File: src/rtl/satp_pkg.sv
// satp_pkg: shared types and constants for the steering angle cordic pipeline
// no dependencies; imported by every module of the block
`default_nettype none

package satp_pkg;

   // fixed point formats
   localparam int XY_SHIFT   = 24;   // fraction bits of cordic x and y
   localparam int Z_FRAC     = 24;   // fraction bits of the degree accumulator
   localparam int Z_BITS     = 33;   // signed degree accumulator width
   localparam int TABLE_LEN  = 24;
   localparam int ANGLE_BITS = 16;   // width of the result field

   // 90 degrees in the accumulator format
   localparam logic signed [Z_BITS-1:0] Z_MAX = 33'sd1509949440;

   // atan(2^-i) in degrees, Q24, rounded to nearest
   localparam logic [31:0] ATAN_DEG_Q24 [TABLE_LEN] = '{
      32'd754974720, 32'd445687602, 32'd235489088, 32'd119537938,
      32'd60000934,  32'd30029717,  32'd15018523,  32'd7509720,
      32'd3754917,   32'd1877466,   32'd938734,    32'd469367,
      32'd234684,    32'd117342,    32'd58671,     32'd29335,
      32'd14668,     32'd7334,      32'd3667,      32'd1833,
      32'd917,       32'd458,       32'd229,       32'd115
   };

   // per item side information carried along the chain
   typedef struct packed {
      logic zero_dx;   // equal columns: answer is zero
      logic zero_dy;   // equal rows: answer is full scale
      logic neg;       // sign applied at the end
   } satp_flags_type;

endpackage

`default_nettype wire

File: src/rtl/satp_if.sv
// satp_req_if / satp_rsp_if: valid-ready channels for point pairs and angles
// depends on satp_pkg for the result width
`default_nettype none

interface satp_req_if #(
   parameter int COORD_BITS = 12
);
   logic                  valid;
   logic                  ready;
   logic [COORD_BITS-1:0] car_x;
   logic [COORD_BITS-1:0] car_y;
   logic [COORD_BITS-1:0] dst_x;
   logic [COORD_BITS-1:0] dst_y;

   modport source (output valid, output car_x, output car_y, output dst_x,
                   output dst_y, input ready);
   modport sink   (input valid, input car_x, input car_y, input dst_x,
                   input dst_y, output ready);
endinterface

interface satp_rsp_if
   import satp_pkg::*;
();
   logic                         valid;
   logic                         ready;
   logic signed [ANGLE_BITS-1:0] angle_deg;

   modport source (output valid, output angle_deg, input ready);
   modport sink   (input valid, input angle_deg, output ready);
endinterface

`default_nettype wire

File: src/rtl/satp_prep.sv
// satp_prep: first cell, forms dx/dy magnitudes, sign and special-case flags
// depends on satp_pkg
`default_nettype none

module satp_prep
   import satp_pkg::*;
#(
   parameter int COORD_BITS = 12,
   parameter int XW         = COORD_BITS + XY_SHIFT + 3
) (
   input  wire logic                    clock,
   input  wire logic                    reset,
   input  wire logic                    up_valid,
   output      logic                    up_ready,
   input  wire logic [COORD_BITS-1:0]   car_x,
   input  wire logic [COORD_BITS-1:0]   car_y,
   input  wire logic [COORD_BITS-1:0]   dst_x,
   input  wire logic [COORD_BITS-1:0]   dst_y,
   output      logic                    dn_valid,
   input  wire logic                    dn_ready,
   output      logic signed [XW-1:0]    dn_x,
   output      logic signed [XW-1:0]    dn_y,
   output      logic signed [Z_BITS-1:0] dn_z,
   output      satp_flags_type          dn_flags
);

   logic signed [COORD_BITS:0] dx, dy;
   logic        [COORD_BITS:0] ndx, ndy;
   logic [COORD_BITS-1:0]      adx, ady;
   logic                       valid_ff;
   logic signed [XW-1:0]       x_ff, x_in, y_ff, y_in;
   satp_flags_type             flags_ff, flags_in;

   always_comb begin
      dx  = $signed({1'b0, dst_x}) - $signed({1'b0, car_x});
      dy  = $signed({1'b0, car_y}) - $signed({1'b0, dst_y});
      ndx = -dx;
      ndy = -dy;
      adx = dx[COORD_BITS] ? ndx[COORD_BITS-1:0] : dx[COORD_BITS-1:0];
      ady = dy[COORD_BITS] ? ndy[COORD_BITS-1:0] : dy[COORD_BITS-1:0];
      // vectoring starts from x = |dy|, y = |dx|
      x_in = $signed({{(XW-COORD_BITS-XY_SHIFT){1'b0}}, ady, {XY_SHIFT{1'b0}}});
      y_in = $signed({{(XW-COORD_BITS-XY_SHIFT){1'b0}}, adx, {XY_SHIFT{1'b0}}});
      flags_in.zero_dx = (dx == '0);
      flags_in.zero_dy = (dy == '0);
      if (dx == '0) begin
         flags_in.neg = 1'b0;
      end else if (dy == '0) begin
         flags_in.neg = dx[COORD_BITS];
      end else begin
         flags_in.neg = (dx[COORD_BITS] == dy[COORD_BITS]);
      end
   end

   assign up_ready = !valid_ff || dn_ready;

   always_ff @(posedge clock) begin
      if (reset) begin
         valid_ff <= 1'b0;
      end else if (up_ready) begin
         valid_ff <= up_valid;
      end
      if (up_ready && up_valid) begin
         x_ff     <= x_in;
         y_ff     <= y_in;
         flags_ff <= flags_in;
      end
   end

   assign dn_valid = valid_ff;
   assign dn_x     = x_ff;
   assign dn_y     = y_ff;
   assign dn_z     = '0;
   assign dn_flags = flags_ff;

endmodule

`default_nettype wire

File: src/rtl/satp_cell.sv
// satp_cell: one cordic vectoring rotation with its own pipeline register
// depends on satp_pkg for the arctangent table and flag type
`default_nettype none

module satp_cell
   import satp_pkg::*;
#(
   parameter int XW    = 39,
   parameter int STAGE = 0
) (
   input  wire logic                     clock,
   input  wire logic                     reset,
   input  wire logic                     up_valid,
   output      logic                     up_ready,
   input  wire logic signed [XW-1:0]     up_x,
   input  wire logic signed [XW-1:0]     up_y,
   input  wire logic signed [Z_BITS-1:0] up_z,
   input  wire satp_flags_type           up_flags,
   output      logic                     dn_valid,
   input  wire logic                     dn_ready,
   output      logic signed [XW-1:0]     dn_x,
   output      logic signed [XW-1:0]     dn_y,
   output      logic signed [Z_BITS-1:0] dn_z,
   output      satp_flags_type           dn_flags
);

   localparam logic signed [Z_BITS-1:0] STEP = $signed({1'b0, ATAN_DEG_Q24[STAGE]});

   logic                     valid_ff;
   logic signed [XW-1:0]     xs, ys, x_ff, x_in, y_ff, y_in;
   logic signed [Z_BITS-1:0] z_ff, z_in;
   satp_flags_type           flags_ff;

   always_comb begin
      xs = up_x >>> STAGE;
      ys = up_y >>> STAGE;
      if (!up_y[XW-1]) begin
         x_in = up_x + ys;
         y_in = up_y - xs;
         z_in = up_z + STEP;
      end else begin
         x_in = up_x - ys;
         y_in = up_y + xs;
         z_in = up_z - STEP;
      end
   end

   assign up_ready = !valid_ff || dn_ready;

   always_ff @(posedge clock) begin
      if (reset) begin
         valid_ff <= 1'b0;
      end else if (up_ready) begin
         valid_ff <= up_valid;
      end
      if (up_ready && up_valid) begin
         x_ff     <= x_in;
         y_ff     <= y_in;
         z_ff     <= z_in;
         flags_ff <= up_flags;
      end
   end

   assign dn_valid = valid_ff;
   assign dn_x     = x_ff;
   assign dn_y     = y_ff;
   assign dn_z     = z_ff;
   assign dn_flags = flags_ff;

endmodule

`default_nettype wire

File: src/rtl/satp_final.sv
// satp_final: clamps and rounds the accumulated angle, applies the sign
// depends on satp_pkg; its register is the block's output register
`default_nettype none

module satp_final
   import satp_pkg::*;
#(
   parameter int ANGLE_FRAC_BITS = 8
) (
   input  wire logic                         clock,
   input  wire logic                         reset,
   input  wire logic                         up_valid,
   output      logic                         up_ready,
   input  wire logic signed [Z_BITS-1:0]     up_z,
   input  wire satp_flags_type               up_flags,
   output      logic                         dn_valid,
   input  wire logic                         dn_ready,
   output      logic signed [ANGLE_BITS-1:0] dn_angle
);

   localparam int SH      = Z_FRAC - ANGLE_FRAC_BITS;
   localparam int LIM_RAW = 90 << ANGLE_FRAC_BITS;
   localparam int MAG_LIM = (LIM_RAW > 32767) ? 32767 : LIM_RAW;
   localparam logic [Z_BITS-1:0]     HALF  = Z_BITS'(1) << (SH - 1);
   localparam logic [Z_BITS-1:0]     LIM_W = Z_BITS'(MAG_LIM);
   localparam logic [ANGLE_BITS-1:0] LIM_O = ANGLE_BITS'(MAG_LIM);

   logic signed [Z_BITS-1:0]     z_sel;
   logic        [Z_BITS-1:0]     z_r, m_full;
   logic        [ANGLE_BITS-1:0] mag;
   logic                         valid_ff;
   logic signed [ANGLE_BITS-1:0] angle_ff, angle_in;

   always_comb begin
      if (up_z[Z_BITS-1]) begin
         z_sel = '0;
      end else if (up_z > Z_MAX) begin
         z_sel = Z_MAX;
      end else begin
         z_sel = up_z;
      end
      z_r    = $unsigned(z_sel) + HALF;
      m_full = z_r >> SH;
      if (up_flags.zero_dx) begin
         mag = '0;
      end else if (up_flags.zero_dy || (m_full > LIM_W)) begin
         mag = LIM_O;
      end else begin
         mag = m_full[ANGLE_BITS-1:0];
      end
      angle_in = up_flags.neg ? -$signed(mag) : $signed(mag);
   end

   assign up_ready = !valid_ff || dn_ready;

   always_ff @(posedge clock) begin
      if (reset) begin
         valid_ff <= 1'b0;
      end else if (up_ready) begin
         valid_ff <= up_valid;
      end
      if (up_ready && up_valid) begin
         angle_ff <= angle_in;
      end
   end

   assign dn_valid = valid_ff;
   assign dn_angle = angle_ff;

endmodule

`default_nettype wire

File: src/rtl/steering_angle_from_two_points_core.sv
// steering_angle_from_two_points_core: point pair in, steering angle out
// cells: one prep cell, one cell per rotation, one output cell; the chain is fully pipelined
// throughput one item per cycle unless rsp_ch stalls, since each rotation has its own cell
// every cell stalls only when it is full and its receiver is not ready, so bubbles collapse
// reset (synchronous, active high) empties every cell; data registers are not cleared
// depends on satp_pkg, satp_if, satp_prep, satp_cell, satp_final
`default_nettype none

module steering_angle_from_two_points_core
   import satp_pkg::*;
#(
   parameter int COORD_BITS      = 12,
   parameter int ANGLE_FRAC_BITS = 8,
   parameter int CORDIC_STAGES   = 16
) (
   input  wire logic   clock,
   input  wire logic   reset,
   satp_req_if.sink    req_ch,
   satp_rsp_if.source  rsp_ch
);

   // cordic x/y width: coordinate, fraction, headroom for gain and sqrt(2)
   localparam int XW      = COORD_BITS + XY_SHIFT + 3;
   localparam int N       = CORDIC_STAGES;
   localparam int LIM_RAW = 90 << ANGLE_FRAC_BITS;
   localparam int MAG_LIM = (LIM_RAW > 32767) ? 32767 : LIM_RAW;

   // chain taps: index 0 is the prep cell output, index N the last rotation
   logic                     valid_s [0:N];
   logic                     ready_s [0:N];
   logic signed [XW-1:0]     x_s     [0:N];
   logic signed [XW-1:0]     y_s     [0:N];
   logic signed [Z_BITS-1:0] z_s     [0:N];
   satp_flags_type           flags_s [0:N];

   // magnitudes, sign and special cases of the incoming item
   satp_prep #(
      .COORD_BITS (COORD_BITS),
      .XW         (XW)
   ) u_prep (
      .clock    (clock),
      .reset    (reset),
      .up_valid (req_ch.valid),
      .up_ready (req_ch.ready),
      .car_x    (req_ch.car_x),
      .car_y    (req_ch.car_y),
      .dst_x    (req_ch.dst_x),
      .dst_y    (req_ch.dst_y),
      .dn_valid (valid_s[0]),
      .dn_ready (ready_s[0]),
      .dn_x     (x_s[0]),
      .dn_y     (y_s[0]),
      .dn_z     (z_s[0]),
      .dn_flags (flags_s[0])
   );

   // one rotation per cell, shift amount fixed by position
   for (genvar i = 0; i < N; i++) begin : g_cell
      satp_cell #(
         .XW    (XW),
         .STAGE (i)
      ) u_cell (
         .clock    (clock),
         .reset    (reset),
         .up_valid (valid_s[i]),
         .up_ready (ready_s[i]),
         .up_x     (x_s[i]),
         .up_y     (y_s[i]),
         .up_z     (z_s[i]),
         .up_flags (flags_s[i]),
         .dn_valid (valid_s[i+1]),
         .dn_ready (ready_s[i+1]),
         .dn_x     (x_s[i+1]),
         .dn_y     (y_s[i+1]),
         .dn_z     (z_s[i+1]),
         .dn_flags (flags_s[i+1])
      );
   end

   // clamp, round, saturate, sign; holds the item until it is taken
   satp_final #(
      .ANGLE_FRAC_BITS (ANGLE_FRAC_BITS)
   ) u_final (
      .clock    (clock),
      .reset    (reset),
      .up_valid (valid_s[N]),
      .up_ready (ready_s[N]),
      .up_z     (z_s[N]),
      .up_flags (flags_s[N]),
      .dn_valid (rsp_ch.valid),
      .dn_ready (rsp_ch.ready),
      .dn_angle (rsp_ch.angle_deg)
   );

   // output never leaves the saturation band
   a_mag_bound: assert property (@(posedge clock) disable iff (reset)
      rsp_ch.valid |-> (rsp_ch.angle_deg <= MAG_LIM && rsp_ch.angle_deg >= -MAG_LIM))
      else $error("angle outside saturation band");

   // an accepted item lands in the prep cell
   a_accept_lands: assert property (@(posedge clock) disable iff (reset)
      (req_ch.valid && req_ch.ready) |=> valid_s[0])
      else $error("accepted item lost at chain entry");

   // a stalled prep cell keeps its item and data
   a_prep_holds: assert property (@(posedge clock) disable iff (reset)
      (valid_s[0] && !ready_s[0]) |=>
         (valid_s[0] && $stable(x_s[0]) && $stable(y_s[0]) && $stable(flags_s[0])))
      else $error("stalled prep cell dropped its item");

   // a stalled last rotation cell keeps its accumulated angle
   a_last_holds: assert property (@(posedge clock) disable iff (reset)
      (valid_s[N] && !ready_s[N]) |=> (valid_s[N] && $stable(z_s[N])))
      else $error("stalled last cell dropped its item");

   // reset empties the output register
   a_reset_empty: assert property (@(posedge clock)
      reset |=> !rsp_ch.valid)
      else $error("result valid right after reset");

endmodule

`default_nettype wire

File: src/flat_wrapper.sv
// flat-port wrapper written by rule: the top's interface ports become plain ports
module steering_angle_from_two_points_core_flat import satp_pkg::*;
#(
   parameter int COORD_BITS      = 12,
   parameter int ANGLE_FRAC_BITS = 8,
   parameter int CORDIC_STAGES   = 16
)
  (clock, reset, req_ch_valid, req_ch_car_x, req_ch_car_y, req_ch_dst_x, req_ch_dst_y, req_ch_ready, rsp_ch_valid, rsp_ch_angle_deg, rsp_ch_ready);
  satp_req_if #(.COORD_BITS(COORD_BITS)) req_ch_i ();
  satp_rsp_if rsp_ch_i ();
  input  wire logic clock;
  input  wire logic reset;
  input wire logic [$bits(req_ch_i.valid)-1:0] req_ch_valid;
  input wire logic [$bits(req_ch_i.car_x)-1:0] req_ch_car_x;
  input wire logic [$bits(req_ch_i.car_y)-1:0] req_ch_car_y;
  input wire logic [$bits(req_ch_i.dst_x)-1:0] req_ch_dst_x;
  input wire logic [$bits(req_ch_i.dst_y)-1:0] req_ch_dst_y;
  output wire logic [$bits(req_ch_i.ready)-1:0] req_ch_ready;
  output wire logic [$bits(rsp_ch_i.valid)-1:0] rsp_ch_valid;
  output wire logic [$bits(rsp_ch_i.angle_deg)-1:0] rsp_ch_angle_deg;
  input wire logic [$bits(rsp_ch_i.ready)-1:0] rsp_ch_ready;
  assign req_ch_i.valid = req_ch_valid;
  assign req_ch_i.car_x = req_ch_car_x;
  assign req_ch_i.car_y = req_ch_car_y;
  assign req_ch_i.dst_x = req_ch_dst_x;
  assign req_ch_i.dst_y = req_ch_dst_y;
  assign req_ch_ready = req_ch_i.ready;
  assign rsp_ch_valid = rsp_ch_i.valid;
  assign rsp_ch_angle_deg = rsp_ch_i.angle_deg;
  assign rsp_ch_i.ready = rsp_ch_ready;
  steering_angle_from_two_points_core #(.COORD_BITS(COORD_BITS), .ANGLE_FRAC_BITS(ANGLE_FRAC_BITS), .CORDIC_STAGES(CORDIC_STAGES)) u_core (.clock(clock), .reset(reset), .req_ch(req_ch_i), .rsp_ch(rsp_ch_i));
endmodule
File: config.mk
export PLATFORM = sky130hd
export DESIGN_NAME = steering_angle_from_two_points_core_flat
export DESIGN_NICKNAME = d
export VERILOG_FILES = /design/src/rtl/satp_pkg.sv /design/src/rtl/satp_if.sv /design/src/rtl/satp_prep.sv /design/src/rtl/satp_cell.sv /design/src/rtl/satp_final.sv /design/src/rtl/steering_angle_from_two_points_core.sv /design/src/flat_wrapper.sv
export SDC_FILE = /design/constraint.sdc
export NUM_CORES = 2
export LEC_CHECK = 0
export BUFFER_PORTS_ARGS = -buffer_cell sky130_fd_sc_hd__buf_2
export CORE_MARGIN = 4
export CORE_UTILIZATION = 60
export CTS_CLUSTER_DIAMETER = 60
export DETAILED_ROUTE_END_ITERATION = 10
export PLACE_DENSITY = 0.83
export SYNTH_ARGS = -nofsm -noshare
export SYNTH_HDL_FRONTEND = slang
export SYNTH_SLANG_ARGS = --single-unit
File: constraint.sdc
create_clock -name clock -period 16.3 [get_ports clock]
set_clock_uncertainty 0.05 [all_clocks]
set_input_delay 0.815 -clock clock [delete_from_list [all_inputs] [get_ports clock]]
set_output_delay 0.815 -clock clock [all_outputs]
set_load 0.05 [all_outputs]
# Word-level counts from Yosys, hierarchy flattened
# Index checks and enable logic that the tools add are counted.
# word_totals
regBits	1731
mem_bits_rw	0
memories	0
out_inout_bits	18
mem_bits_ro	0
latchBits	0
# classes
div	0
n_lt_le_gt_ge	2
eq_ne	1
n_reduce_logical	57
mux	50
n_addsub	90
n_shift	0
bitwise_logic	0
mul	0
# ops
operator	count
$mux W39	27
$mux W33	15
$add A39 B26 Y39	2
$add A39 B27 Y39	2
$add A39 B28 Y39	2
$add A39 B29 Y39	2
$add A39 B30 Y39	2
$add A39 B31 Y39	2
$add A39 B32 Y39	2
$add A39 B33 Y39	2
$add A39 B34 Y39	2
$add A39 B35 Y39	2
$add A39 B36 Y39	2
$add A39 B37 Y39	2
$sub A39 B26 Y39	2
$sub A39 B27 Y39	2
$sub A39 B28 Y39	2
$sub A39 B29 Y39	2
$sub A39 B30 Y39	2
$sub A39 B31 Y39	2
$sub A39 B32 Y39	2
$sub A39 B33 Y39	2
$sub A39 B34 Y39	2
$sub A39 B35 Y39	2
other kinds (53)	114

# Depth between registers and ports, before layout
# depth
word_depth	20
mapped_depth	24

# Cells and area by module
# Synthesis repeated with hierarchy kept, for this count alone.
# unflattened
hier_cells	18883
hier_area_um2	172563.0
# modules_own_cells
mod	n_inst	area_per_inst_um2	cells_per_inst	seq_area_each_um2
satp_cell at u_core.g_cell[4].u_cell	1	10870.4	1204	3443.3
satp_cell at u_core.g_cell[3].u_cell	1	10627.7	1145	3443.3
satp_cell at u_core.g_cell[5].u_cell	1	10597.7	1154	3443.3
satp_cell at u_core.g_cell[14].u_cell	1	10573.9	1167	3443.3
satp_cell at u_core.g_cell[1].u_cell	1	10552.6	1145	3443.3
satp_cell at u_core.g_cell[2].u_cell	1	10547.6	1177	3443.3
satp_cell at u_core.g_cell[0].u_cell	1	10526.3	1211	3413.3
satp_cell at u_core.g_cell[6].u_cell	1	10502.6	1152	3443.3
satp_cell at u_core.g_cell[8].u_cell	1	10431.3	1134	3443.3
satp_cell at u_core.g_cell[12].u_cell	1	10397.5	1127	3443.3
satp_cell at u_core.g_cell[9].u_cell	1	10341.2	1119	3443.3
satp_cell at u_core.g_cell[15].u_cell	1	10338.7	1109	3443.3
satp_cell at u_core.g_cell[7].u_cell	1	10299.9	1125	3443.3
satp_cell at u_core.g_cell[11].u_cell	1	10271.1	1102	3443.3
+4 rows	--	--	--	--

# Least setup slack after synthesis
# Ideal clock, no wire load.
# synth_path
path_type	input to register
from	input port rsp_ch_ready
to	register u_core.g_cell[13].u_cell.flags_ff, in the netlist u_core.g_cell[13].u_cell.dn_flags[0], enable pin
path_slack_ns	7.258
setup_time_ns	0.708
t_arrival_ns	8.283
required_ns	15.542
path_stages	3
cell_sequence	nor2b_1 and3_1 a21boi_0
# synth_between
elab_chain_cells	5
# synth_lines
item	line	text
start, declared	flat_wrapper.sv:21	input wire logic [$bits(rsp_ch_i.ready)-1:0] rsp_ch_ready;
$logic_or A1 B1 Y1	satp_final.sv:54	assign up_ready = !valid_ff || dn_ready;
$logic_or A1 B1 Y1 (3 in a row)	satp_cell.sv:48	assign up_ready = !valid_ff || dn_ready;
$logic_and A1 B1 Y1	satp_cell.sv:56	if (up_ready && up_valid) begin
end signal, assigned	satp_cell.sv:60	flags_ff <= up_flags;
end, declared	satp_cell.sv:32	satp_flags_type flags_ff;
# No other way between the ends.
# A chain may end at the register's enable or synchronous reset.

# Final worst setup path
# layout_path
from	register u_core.g_cell[7].u_cell.x_ff[8]
to	register u_core.g_cell[8].u_cell.y_ff[37], data pin
# layout_between
elab_chain_cells	2
# layout_lines
item	line	text
start, declared	satp_cell.sv:30	logic signed [XW-1:0] xs, ys, x_ff, x_in, y_ff, y_in;
start signal, assigned	satp_cell.sv:57	x_ff <= x_in;
$sub A39 B31 Y39 or $add A39 B31 Y39 (tied branches)	satp_cell.sv:39, satp_cell.sv:43	
$mux W39 (*)	satp_cell.sv:37	if (!up_y[XW-1]) begin
net u_core.g_cell[8].u_cell.y_in[37]	satp_cell.sv:30	
end signal, assigned	satp_cell.sv:58	y_ff <= y_in;
end, declared	satp_cell.sv:30	
# The timed path passes the listed nets; every way through them passes the cells marked *.

==> metrics.yaml <==
ant_nets: 0
grt_pass1_vias: 86600
cts_max_level: 4
rows: 158
netlist.area_leader.share_pct: 36.6
firstDrtPassIters: 7
tightest_slew_ps: 1120
synth_seq_cells: 1386
drt-total-wl_um: 290000
grt_pass1_wl_um: 456000
finalHoldViolations: 0
critPathMaxFanout: 6
grt_max_degree: 91
cts_resized: 0
status: "complete, no violations"
core_um2: 186000
tritoncts: "built"
wire_per_inst_um: 20.1
slew_headroom_pct: 25.1
drt_iter0_drc: 7480
synth_area_leaders: "edfxtp_1 (37%), ha_1 (14%), xnor2_1 (9.0%), a21oi_1 (5.2%), xor2_1 (4.5%)"
grt-ovfl-total: 0
crit_arrival_ps: 7030
die_area_um2: 194000
cts_hold_buf: 0
cts-root-to-sink-buffers: 3
yosysSeqAreaShare_pct: 37.0
cts-buffers-inserted: 169
syn_inst: 11700
final_core_util_pct: 65.3
viasPerCell: 6.17
setup.worst_path.class: "reg -> reg"
crit_path_top_delay_cell: "nor3b_1"
period_needed_ps: 6490
fin_crit_sh_pct: 39.8
post_cts_buffers: 0
ys_warn_count: 0
tns_ps: 0
crit_path_start_kind: "flip-flop"
clock_latency_ps: 830
crit_path_cell_trace: "inv_1 > ha_1 > nor3b_1 > nor4b_1 > nor3b_1 > a21oi_1 > xor2_1 > ha_1 > a21o_1 > a21o_1 > a21oi_1 > a21oi_1 > a311o_1 > o41ai_1 > o311ai_1 > a21o_1 > o221a_2 > a21o_1 > a21oi_1 > xnor2_1"
ios: 70
cp.required_ps: 16840
drive_above_1_share_pct: 4.55
synthDistinctLibCells: 99
holdCritPathClass: "in -> reg"
synth_edf_count: 1368
cts.sinks: 1386
critPathMaxStageDelay_ps: 690
syn-num-nets: 13000
leakage_nw: 48.4
io_buffer_count: 69
antenna_found_initial: 4
p_per_area_nw_per_um2: 73.5
cap_violations: 0
setup_viol: 0
end_kind: "flip-flop"
syn_area_per_cell_um2: 9.61
clockRootBuffer: "clkbuf_16"
max_freq_ghz: 0.154
fp.dieH_um: 440
place_congestion: 0.999
final_nets: 13200
start_util_pct: 60.4
num_vias: 89100
ir_worst_vdd_uv: 84.7
drc: 0
track_usage_pct: 29.2
syn_to_final_growth_pct: 8.10
slew_violations: 0
die_w_um: 440
hpwl_um: 230000
synthArstFlopShare_pct: 0
rsz0062_at_grt: "no"
synthFlopType: "edfxtp_1"
clk_pin_slew_ps: 60
syn-cell-area_um2: 112000
synth_top_cell_by_area: "edfxtp_1"
[report_power, final]
part | switching (mW) | internal [mW]
sequential | 0.0932 | 4.01
clock | 1.53 | 2.25
combinational | 0.590 | 0.434
[worst paths after layout]
kind | slack (ps) | cells after the start | to | start
worst max-delay path | 9810 | 20 | u_core.g_cell[8].u_cell.dn_y[37] | u_core.g_cell[7].u_cell.dn_x[8]
worst min-delay path | 240 | 3 | u_core.u_prep.dn_valid | req_ch_valid
worst max register to register | 9810 | 20 | u_core.g_cell[8].u_cell.dn_y[37] | u_core.g_cell[7].u_cell.dn_x[8]
worst min register to register | 360 | 0 | u_core.g_cell[9].u_cell.dn_flags[1] | u_core.g_cell[8].u_cell.dn_flags[1]
[critical path: cells and delay by family, from the launching register on]
family,cells,cell delay (ps)
AOI/OAI and AO/OA,12,3090
adders and majority gates,2,520
buffers and inverters,1,100
DFF,1,480
and+or+nand+nor,3,1750
xor gates and xnor gates,2,260
[layer usage]
layer  up-vias  part of all wire [%]  wire [µm]  global-route usage, %
li1      43200                     -          -                      -
met1     42200                    40     116000                   34.8
met2      2936                    49     143000                   51.8
met3       749                   5.7      16500                   4.23
met4         2                   5.1      14900                   13.7
met5         -                0.0045         13                      0
[synthesized netlist by cell type (20+ instances only)]
library cell and instances:
o21bai_1 163, nand3b_1 20, or2_2 55, clkbuf_1 95
xnor2_1 1147, a31o_2 23, ha_1 1282, or4_1 34
a31oi_1 143, o31ai_1 41, nor2b_1 172, buf_1 25
mux2_2 32, edfxtp_1 1368, inv_1 560, and3_1 108
nand2_1 607, or3_1 72, nor4_1 105, o211ai_1 38
a21boi_0 57, nand3_1 195, a21oi_1 1170, fa_1 31
nor3_1 390, and2_1 94, o41ai_1 54, nand4_1 63
nor2_1 1183, a211o_1 26, xor2_1 578, a211oi_1 71
a21o_1 354, o21a_1 199, nand2b_1 188, o21ai_0 535
nor3b_1 34
[layout make-up]
cell class | instances | area (µm²)
Multi-Input combinational cell | 9586 | 68200
Fill cell | 14400 | 64400
Sequential cell | 1386 | 41400
Clock buffer | 205 | 4490
Tap cell | 2480 | 3100
Inverter | 562 | 2110
Clock inverter | 103 | 1100
Timing Repair Buffer | 125 | 766
Antenna cell | 1 | 2.50
[state kept, by name (all words and copies together), names as in the netlist]
signal and cells:
u_core.g_cell.u_cell.dn_x 418, u_core.u_final.dn_angle 16, u_core.u_prep.dn_flags 3, u_core.u_prep.dn_y 12
u_core.u_final.dn_valid 1, u_core.g_cell.u_cell.dn_z 434, u_core.u_prep.dn_valid 1, u_core.g_cell.u_cell.dn_valid 16
u_core.u_prep.dn_x 12, u_core.g_cell.u_cell.dn_y 425, u_core.g_cell.u_cell.dn_flags 48
[layout by cell type, fill, tap and decap left out, types with 23 or more instances in the layout]
master / count
edfxtp_1: 1368
ha_1: 1282
nor2_1: 1182
a21oi_1: 1167
xnor2_1: 1147
nand2_1: 607
xor2_1: 578
inv_1: 560
o21ai_0: 535
nor3_1: 390
a21o_1: 354
o21a_1: 199
nand3_1: 195
nand2b_1: 188
clkbuf_16: 174
nor2b_1: 167
o21bai_1: 163
a31oi_1: 140
and3_1: 108
nor4_1: 105
and2_1: 92
or3_1: 72
a211oi_1: 71
buf_2: 69
nand4_1: 63
buf_4: 56
or2_2: 55
o41ai_1: 54
a21boi_0: 54
o31ai_1: 41
o211ai_1: 38
nor3b_1: 34
or4_1: 34
mux2_2: 32
fa_1: 31
clkbuf_1: 29
a211o_1: 26
clkinv_1: 25
clkinv_2: 24
a31o_2: 23
[through the flow]
stage          power [mW]  area (µm²)  hold slack [ps]  setup slack (ps)  std cells
6_report             8.91      121000              243              9810      14400
5_1_grt              9.23      121000              213              9320      14400
4_1_cts              8.95      121000              176              9890      14400
3_5_place_dp         5.15      116000              355              9980      14100
3_3_place_gp         5.11      116000              350             10030      14100
2_1_floorplan        4.89      112000              350              7260      11700
[cells by family (layout without fill, tap and decap cells)]
family / Yosys count / after routing / share of synthesized area (%)
adders and majority gates: 1313 / 1313 / 14.9
xor gates and xnor gates: 1725 / 1725 / 13.5
DFF: 1386 / 1386 / 37.0
buffers and inverters: 689 / 995 / 2.34
muxes: 48 / 48 / 0.464
AOI/OAI and AO/OA: 3111 / 3111 / 17.4
and+or+nand+nor: 3389 / 3389 / 14.5
other: 0 / 1 / 0
No activity file was read; power rests on OpenSTA's default activity.
